File: config.mk
export PLATFORM = sky130hd
export DESIGN_NAME = readout_hit_marker_decoder
export DESIGN_NICKNAME = d
export VERILOG_FILES = /design/src/rtl/rhmd_pkg.sv /design/src/rtl/rhmd_front.sv /design/src/rtl/rhmd_fifo.sv /design/src/rtl/rhmd_back.sv /design/src/rtl/readout_hit_marker_decoder.sv
export SDC_FILE = /design/constraint.sdc
export NUM_CORES = 2
export LEC_CHECK = 0
export ABC_AREA = 1
export BUFFER_PORTS_ARGS = -buffer_cell sky130_fd_sc_hd__clkbuf_2
export CAP_MARGIN = 40
export CORE_MARGIN = 8
export CORE_UTILIZATION = 58
export CTS_BUF_LIST = sky130_fd_sc_hd__clkbuf_8
export CTS_CLUSTER_DIAMETER = 200
export DETAILED_ROUTE_END_ITERATION = 7
export GPL_ROUTABILITY_DRIVEN = 0
export HOLD_SLACK_MARGIN = 0.02
export PLACE_DENSITY = 0.78
export SLEW_MARGIN = 20
export SYNTH_ARGS = -nofsm -noshare
export SYNTH_HDL_FRONTEND = slang
export SYNTH_SLANG_ARGS = --single-unit
File: constraint.sdc
create_clock -name clk_i -period 9.95 [get_ports clk_i]
set_input_delay 1.99 -clock clk_i [delete_from_list [all_inputs] [get_ports clk_i]]
set_output_delay 1.99 -clock clk_i [all_outputs]
set_load 0.01 [all_outputs]
File: src/rtl/rhmd_pkg.sv
// Shared types and constants for the readout hit/marker decoder.
`default_nettype none
package rhmd_pkg;

  localparam int unsigned InDataW  = 48;
  localparam int unsigned OutDataW = 136;
  localparam int unsigned ChipW    = 5;
  localparam int unsigned TimeW    = 42;
  localparam int unsigned HitTimeW = 44;
  localparam int unsigned BaseLsb  = 16;
  localparam int unsigned BaseW    = TimeW - BaseLsb;
  localparam int unsigned FrameLsb = 12;

  localparam logic [4:0] OfsNegOne = 5'h1f;

  // Decoded word, passed from front to back through the queue.
  typedef struct packed {
    logic                is_hit;
    logic [ChipW-1:0]    chip;
    logic signed [5:0]   frame_offset;
    logic [9:0]          adc;
    logic [11:0]         bunch_id;
    logic                over_flag;
    logic [5:0]          channel;
    logic [7:0]          tdc;
    logic [TimeW-1:0]    marker_time;
  } dec_t;

  function automatic logic [11:0] gray_to_bin(input logic [11:0] g);
    logic [11:0] b;
    b[11] = g[11];
    for (int i = 10; i >= 0; i--) begin
      b[i] = b[i+1] ^ g[i];
    end
    return b;
  endfunction

endpackage
`default_nettype wire

File: src/rtl/rhmd_front.sv
// Front end: splits a readout word into marker or hit fields.
`default_nettype none
module rhmd_front (
  input  wire logic [rhmd_pkg::InDataW-1:0] word_i,
  output rhmd_pkg::dec_t                    dec_o
);
  import rhmd_pkg::*;

  logic [31:0] hi;
  logic [15:0] lo;
  logic [4:0]  raw_ofs;

  assign hi      = word_i[31:0];
  assign lo      = word_i[47:32];
  assign raw_ofs = hi[31:27];

  always_comb begin
    dec_o = '0;
    dec_o.is_hit = lo[15];
    if (lo[15]) begin
      dec_o.chip         = hi[26:22];
      dec_o.frame_offset = (raw_ofs == OfsNegOne) ? -6'sd1 : $signed({1'b0, raw_ofs});
      dec_o.adc          = hi[21:12];
      dec_o.bunch_id     = gray_to_bin(hi[11:0]);
      dec_o.over_flag    = lo[14];
      dec_o.channel      = lo[13:8];
      dec_o.tdc          = lo[7:0];
    end else begin
      dec_o.chip        = lo[14:10];
      dec_o.marker_time = {hi, lo[9:0]};
    end
  end

endmodule
`default_nettype wire

File: src/rtl/rhmd_fifo.sv
// Short queue between the decode front and the timing back end.
`default_nettype none
module rhmd_fifo #(
  parameter int unsigned Depth = 2
) (
  input  wire logic           clk_i,
  input  wire logic           rst_ni,
  input  wire logic           push_i,
  input  wire rhmd_pkg::dec_t data_i,
  output logic                full_o,
  input  wire logic           pop_i,
  output rhmd_pkg::dec_t      data_o,
  output logic                empty_o
);
  import rhmd_pkg::*;

  localparam int unsigned AddrW = (Depth > 1) ? $clog2(Depth) : 1;
  localparam int unsigned CntW  = $clog2(Depth + 1);

  dec_t             mem_q [Depth];
  logic [AddrW-1:0] wr_ptr_q, wr_ptr_d, rd_ptr_q, rd_ptr_d;
  logic [CntW-1:0]  cnt_q, cnt_d;
  logic             do_push, do_pop;

  assign full_o  = (cnt_q == CntW'(Depth));
  assign empty_o = (cnt_q == '0);
  assign do_push = push_i && !full_o;
  assign do_pop  = pop_i && !empty_o;
  assign data_o  = mem_q[rd_ptr_q];

  always_comb begin
    wr_ptr_d = wr_ptr_q;
    rd_ptr_d = rd_ptr_q;
    cnt_d    = cnt_q;
    if (do_push) begin
      wr_ptr_d = (wr_ptr_q == AddrW'(Depth - 1)) ? '0 : wr_ptr_q + 1'b1;
    end
    if (do_pop) begin
      rd_ptr_d = (rd_ptr_q == AddrW'(Depth - 1)) ? '0 : rd_ptr_q + 1'b1;
    end
    if (do_push && !do_pop) begin
      cnt_d = cnt_q + 1'b1;
    end else if (do_pop && !do_push) begin
      cnt_d = cnt_q - 1'b1;
    end
  end

  always_ff @(posedge clk_i or negedge rst_ni) begin
    if (!rst_ni) begin
      wr_ptr_q <= '0;
      rd_ptr_q <= '0;
      cnt_q    <= '0;
    end else begin
      wr_ptr_q <= wr_ptr_d;
      rd_ptr_q <= rd_ptr_d;
      cnt_q    <= cnt_d;
    end
  end

  always_ff @(posedge clk_i) begin
    if (do_push) begin
      mem_q[wr_ptr_q] <= data_i;
    end
  end

endmodule
`default_nettype wire

File: src/rtl/rhmd_back.sv
// Back end: chip time base table, hit time add and output register.
`default_nettype none
module rhmd_back #(
  parameter int unsigned NumChips = 32
) (
  input  wire logic                          clk_i,
  input  wire logic                          rst_ni,
  input  wire logic                          q_empty_i,
  input  wire rhmd_pkg::dec_t                q_data_i,
  output logic                               q_pop_o,
  output logic                               m_axis_tvalid_o,
  input  wire logic                          m_axis_tready_i,
  output logic [rhmd_pkg::OutDataW-1:0]      m_axis_tdata_o,
  output logic                               m_axis_tuser_o
);
  import rhmd_pkg::*;

  localparam int unsigned IdxW = (NumChips > 1) ? $clog2(NumChips) : 1;

  logic [BaseW-1:0]      base_q [NumChips];
  logic                  in_range;
  logic [IdxW-1:0]       idx;
  logic [BaseW-1:0]      base;
  logic [HitTimeW-1:0]   hit_time;
  logic                  vld_q, vld_d;
  logic [OutDataW-1:0]   data_q, data_d;
  logic                  user_q, user_d;

  assign in_range = ({27'd0, q_data_i.chip} < 32'(NumChips));
  assign idx      = IdxW'(q_data_i.chip);
  assign base     = in_range ? base_q[idx] : '0;
  assign q_pop_o  = !q_empty_i && (!vld_q || m_axis_tready_i);

  // base has its low 16 bits clear; offset is scaled by 4096
  assign hit_time = {2'b00, base, {BaseLsb{1'b0}}}
                  + {{(HitTimeW - 6 - FrameLsb){q_data_i.frame_offset[5]}},
                     q_data_i.frame_offset, {FrameLsb{1'b0}}}
                  + {{(HitTimeW - 12){1'b0}}, q_data_i.bunch_id};

  always_comb begin
    vld_d  = vld_q;
    data_d = data_q;
    user_d = user_q;
    if (m_axis_tready_i) begin
      vld_d = 1'b0;
    end
    if (q_pop_o) begin
      vld_d  = 1'b1;
      user_d = q_data_i.is_hit;
      data_d = {2'b00,
                q_data_i.marker_time,
                q_data_i.is_hit ? hit_time : {HitTimeW{1'b0}},
                q_data_i.tdc,
                q_data_i.channel,
                q_data_i.over_flag,
                q_data_i.bunch_id,
                q_data_i.adc,
                q_data_i.frame_offset,
                q_data_i.chip};
    end
  end

  always_ff @(posedge clk_i or negedge rst_ni) begin
    if (!rst_ni) begin
      vld_q <= 1'b0;
    end else begin
      vld_q <= vld_d;
    end
  end

  always_ff @(posedge clk_i) begin
    data_q <= data_d;
    user_q <= user_d;
  end

  always_ff @(posedge clk_i or negedge rst_ni) begin
    if (!rst_ni) begin
      for (int i = 0; i < NumChips; i++) begin
        base_q[i] <= '0;
      end
    end else if (q_pop_o && !q_data_i.is_hit && in_range) begin
      base_q[idx] <= q_data_i.marker_time[TimeW-1:BaseLsb];
    end
  end

  assign m_axis_tvalid_o = vld_q;
  assign m_axis_tdata_o  = data_q;
  assign m_axis_tuser_o  = user_q;

endmodule
`default_nettype wire

File: src/rtl/readout_hit_marker_decoder.sv
// Top level of the readout hit/marker decoder.
`default_nettype none
// Decodes one 48-bit readout word per beat, at a sustained rate of one beat
// per clock while m_axis_tready_i is held high. A marker word (word_low bit
// 15 clear) loads its chip's time base (42-bit timestamp with the low 16
// bits cleared) and returns the full timestamp; a hit word returns its
// unpacked fields and hit time = base + offset*4096 + decoded BCID, 44-bit
// two's complement. The front decodes in the accept cycle into a short
// queue; the back end reads the per-chip base table, does the add and
// registers the result. Words flow strictly in order, so a hit always sees
// every earlier marker. All bases are zero after reset.
module readout_hit_marker_decoder #(
  parameter int unsigned NUM_CHIPS  = 32,
  parameter int unsigned QUEUE_DEPTH = 2
) (
  input  wire logic                          clk_i,
  input  wire logic                          rst_ni,
  input  wire logic                          s_axis_tvalid_i,
  output logic                               s_axis_tready_o,
  // [31:0] word_high, [47:32] word_low
  input  wire logic [rhmd_pkg::InDataW-1:0]  s_axis_tdata_i,
  output logic                               m_axis_tvalid_o,
  input  wire logic                          m_axis_tready_i,
  // [4:0] chip_index, [10:5] frame_offset, [20:11] adc_value,
  // [32:21] bunch_id, [33] over_flag, [39:34] channel, [47:40] tdc_value,
  // [91:48] hit_time, [133:92] marker_time, [135:134] zero
  output logic [rhmd_pkg::OutDataW-1:0]      m_axis_tdata_o,
  // [0] is_hit
  output logic                               m_axis_tuser_o
);
  import rhmd_pkg::*;

  dec_t front_dec, q_data;
  logic q_full, q_empty, q_pop;

  assign s_axis_tready_o = !q_full;

  rhmd_front u_front (
    .word_i (s_axis_tdata_i),
    .dec_o  (front_dec)
  );

  rhmd_fifo #(
    .Depth (QUEUE_DEPTH)
  ) u_fifo (
    .clk_i   (clk_i),
    .rst_ni  (rst_ni),
    .push_i  (s_axis_tvalid_i),
    .data_i  (front_dec),
    .full_o  (q_full),
    .pop_i   (q_pop),
    .data_o  (q_data),
    .empty_o (q_empty)
  );

  rhmd_back #(
    .NumChips (NUM_CHIPS)
  ) u_back (
    .clk_i           (clk_i),
    .rst_ni          (rst_ni),
    .q_empty_i       (q_empty),
    .q_data_i        (q_data),
    .q_pop_o         (q_pop),
    .m_axis_tvalid_o (m_axis_tvalid_o),
    .m_axis_tready_i (m_axis_tready_i),
    .m_axis_tdata_o  (m_axis_tdata_o),
    .m_axis_tuser_o  (m_axis_tuser_o)
  );

endmodule
`default_nettype wire
==> out/summary.md <==
• 30500 um^2 — combined flip-flop and latch cell area
• 0 — Max Slew Vio Count
• 5002 — Detailed Route Iter0 Violations
• 0.06 ns — CTS clock-pin slew for the worst setup and hold paths
• dfrtp_4 — Critical Path Slowest Stage Cell
• 54900 um^2 — final design instance area without fill
• 376 nW/um^2 — areal power density over the cells
• 30.9% — total global routing track utilization
• 15500 um^2 — area occupied by multi-input gates
• 84600 um^2 — Core ar.
• 836 x dfrtp_1, 829 x nand2_1, 621 x o21ai_0, 564 x nor2_1, 522 x a21oi_1 — leading cell types in the layout, fill and taps excluded
• 223000 um — wire length of the first global-routing pass
• 4 — number of levels the H-tree was split into
• 3.73 ns — Post-Place Worst Slack
• flip-flop — crit path capture type
• 5303 — number of nets at the end of the flow
• 58.2% — Initial Util
• dfrtp_1 — predominant post-synthesis flop cell
• reg -> reg — class of the tightest hold or removal check
• 307 um — die span in x
• 12.0 mW — Cell Int Power
• 6 — number of antenna violations at the first check in global routing
• inv_2 > or2_1 > nand2_1 > nor2_4 > buf_4 > clkinv_2 > buf_4 > o21ai_0 > o21ai_0 > nand4_1 > nor3_1 > ha_1 > a21oi_1 > o21ai_0 > a21oi_1 > o21bai_1 > a21oi_1 > o21ai_0 > nand2_1 > a21o_1 > a21oi_1 — ordered cell list for the critical path
• 1154 — Synth Register Bits
• 0.000323 V — peak supply drop
• 94500 um^2 — full die area
• 24.6 nW — leakage power
• done — CTS tree
• 6173 — total instance count after detailed placement
• completed — result of the run
• 11.7% — fraction of layout cells with a size suffix above 1
• 10.56 ns — Data required, critical path
• 51000 um^2 — DP Area
• 49300 um^2 — netlist area before placement
• 48 — largest fanout of any net on the critical path
• 0 — number of hold buffers added after cts
• 8 — first-pass iteration count of the detailed router
• 317 — count of flip-flops with a built-in enable after synthesis
• 6695 — Filler cells
• reg -> reg — class of the most critical setup path
• 5.96 — via/cell ratio
• 0.0580 ns — Layout Skew
• 20.0% — Clock Power Share
• dfrtp_1 — most common cell after layout, fill and taps aside
• 7.01 ns — arrival time of data at the critical path endpoint
• 5128 — Syn Inst Count
• 61.8% — sequential element share of the synthesized area
• 191 — I/O pin count
• 39.0% — proportion of power drawn by flip-flops and latches
• 6.40 ns — post-layout min period
• 48 — distinct cell type count of the synthesized netlist
• 64.3% — final worst path period share
• 1154 — number of sinks handled by clock tree synthesis
• flip-flop — critical path startpoint category
• 88400 um — placed wire-length estimate
• 0 — number of remaining DRC errors
• 107 — num rows
• 180 — largest net degree at the start of global routing
• 0 — count of buffers added by post-CTS timing repair for setup
• 1.09 ns — transition time at the pin with the least slew margin
• no — unrepaired setup endpoints after global routing
• 9.61 um^2 — Mapped Avg Cell Area
• 3 — buffers from clock root to sink, at most
• 3.55 ns — final worst-path setup slack
• 42.0% — switching share of power
• 147000 um — final WL
• 0 — total of cells resized after clock tree synthesis
• 0 — setup-violating endpoint count in the final report
• 0.477 ns — smallest hold slack
• 6524 — number of non-filler instances in the completed layout
• 0 — Synth warnings
• 0 ns — Post-Route Setup TNS
• 156 MHz — highest attainable clock frequency
• 38900 — via count of the routed design
• 20.6 mW — power consumption
• 72.5% — Async S/R FF share, synth
• 188 — number of port buffers
• 27.1% — tightest slew margin relative to the limit
• 11.5% — Area Overhead vs Synth
• 0 — Overflow after GRT
• 0.76 ns — Max stage delay on crit path
• 184 — number of clock buffers inserted by TritonCTS
• 41.0% — combinational fraction of design power
• 37600 — vias in the first global route
• 64.9% — final core utilization
• 0 — remaining antenna violation count
• 0 — hold violation count in the final report
• clkbuf_8 — clock root buffer
• 0 — total of max-cap violations
• 307 um — height of the die
• 0.89 ns — clk_lat worst skew
• 22.6 um — routed wire length per instance
• 8.67 mW — switching power total
==> power by group through the flow <==
stage	combinational [mW]	clock, mW	sequential, mW
2_1_floorplan	5.48	0	7.99
3_3_place_gp	8.00	0	8.01
3_5_place_dp	8.28	0	8.08
4_1_cts	8.33	4.16	8.02
5_1_grt	9.27	4.38	8.23
6_report	8.47	4.12	8.05
==> cell usage after synthesis (2+ instances only) <==
master    number  area, um^2
a22o_1        29         254
nor2_1       568        2130
or2_2         20         125
nand3_1       34         170
nor2_2        11        68.8
a21oi_1      523        2620
a21o_1         6        45.0
nand2_1      832        3120
nor2_4        20         225
edfxtp_1     317        9520
a22oi_1       83         623
or2_1          2        12.5
buf_4          2        15.0
o21ai_0      621        3110
inv_1        446        1670
o21a_1         4        30.0
xor2_1         2        17.5
inv_2         17        63.8
o21bai_1       3        22.5
buf_2        172         861
nor3_4         7         114
inv_4          2        12.5
nor4_2         2        25.0
o22ai_1      122         763
dfrtp_1      837       20900
o21ai_4        3        48.8
clkbuf_1     180         676
clkbuf_2       7        35.0
a221oi_1       2        17.5
nand2_2        3        18.8
buf_6          2        22.5
nand4_1       35         219
ha_1          31         388
o21ai_1       49         245
nor3_1        22         110
buf_1         14        52.6
o221ai_1      87         762
==> final timing paths <==
path | slack (ns) | cells after the start | startpoint | to
min in group asynchronous | 1.17 | 1 | rst_ni | u_back.base_q[818]
min | 0.48 | 1 | u_fifo.cnt_q[0] | u_fifo.cnt_q[0]
max reg2reg | 3.55 | 21 | u_fifo.rd_ptr_q | u_back.m_axis_tdata_o[86]
max in group asynchronous | 6.60 | 3 | rst_ni | u_back.base_q[206]
min reg2reg | 0.48 | 1 | u_fifo.cnt_q[0] | u_fifo.cnt_q[0]
max | 3.55 | 21 | u_fifo.rd_ptr_q | u_back.m_axis_tdata_o[86]
==> per-layer routing <==
metal	track usage, %	part of all wire, %
met1	40.9	38
met2	46.6	45
met3	8.18	11
met4	16.8	6.0
met5	0	0
==> sequential cells by signal, summed over array words and instances (netlist names) <==
signal,count
u_fifo.wr_ptr_q,1
u_fifo.rd_ptr_q,1
u_back.m_axis_tdata_o,134
u_fifo.mem_q,182
u_back.base_q,832
u_fifo.cnt_q,2
u_back.m_axis_tvalid_o,1
u_back.m_axis_tuser_o,1
==> kinds of logic (layout without fill, tap and decap cells) <==
family	Yosys count	count (layout)	synth area share, %
xor+xnor	3	3	0.0534
other cells	1	6	0.00761
simple gates	1561	1561	13.0
fa+ha+maj	32	32	0.828
buf+inv	843	1090	6.94
compound gates	1534	1534	17.4
flops	1154	1154	61.8
==> worst max-delay path, delay by kind of cell (launching register included) <==
| family | cells | cell delay (ns) |
|---|---|---|
| compound gates | 10 | 1.81 |
| buf+inv | 4 | 1.81 |
| simple gates | 6 | 1.26 |
| flops | 1 | 0.76 |
| fa+ha+maj | 1 | 0.40 |
==> area by class of cell <==
| class | count | share of cell area, % |
|---|---|---|
| multi-input cells | 3132 | 28.2 |
| diodes | 4 | 0.0182 |
| flip-flops and latches | 1154 | 55.5 |
| repair buffers | 281 | 3.53 |
| well taps | 1144 | 2.61 |
| clock inverters | 121 | 1.36 |
| inverters | 466 | 3.22 |
| clock buffers | 222 | 5.56 |
(Power assumes the default switching activity.)
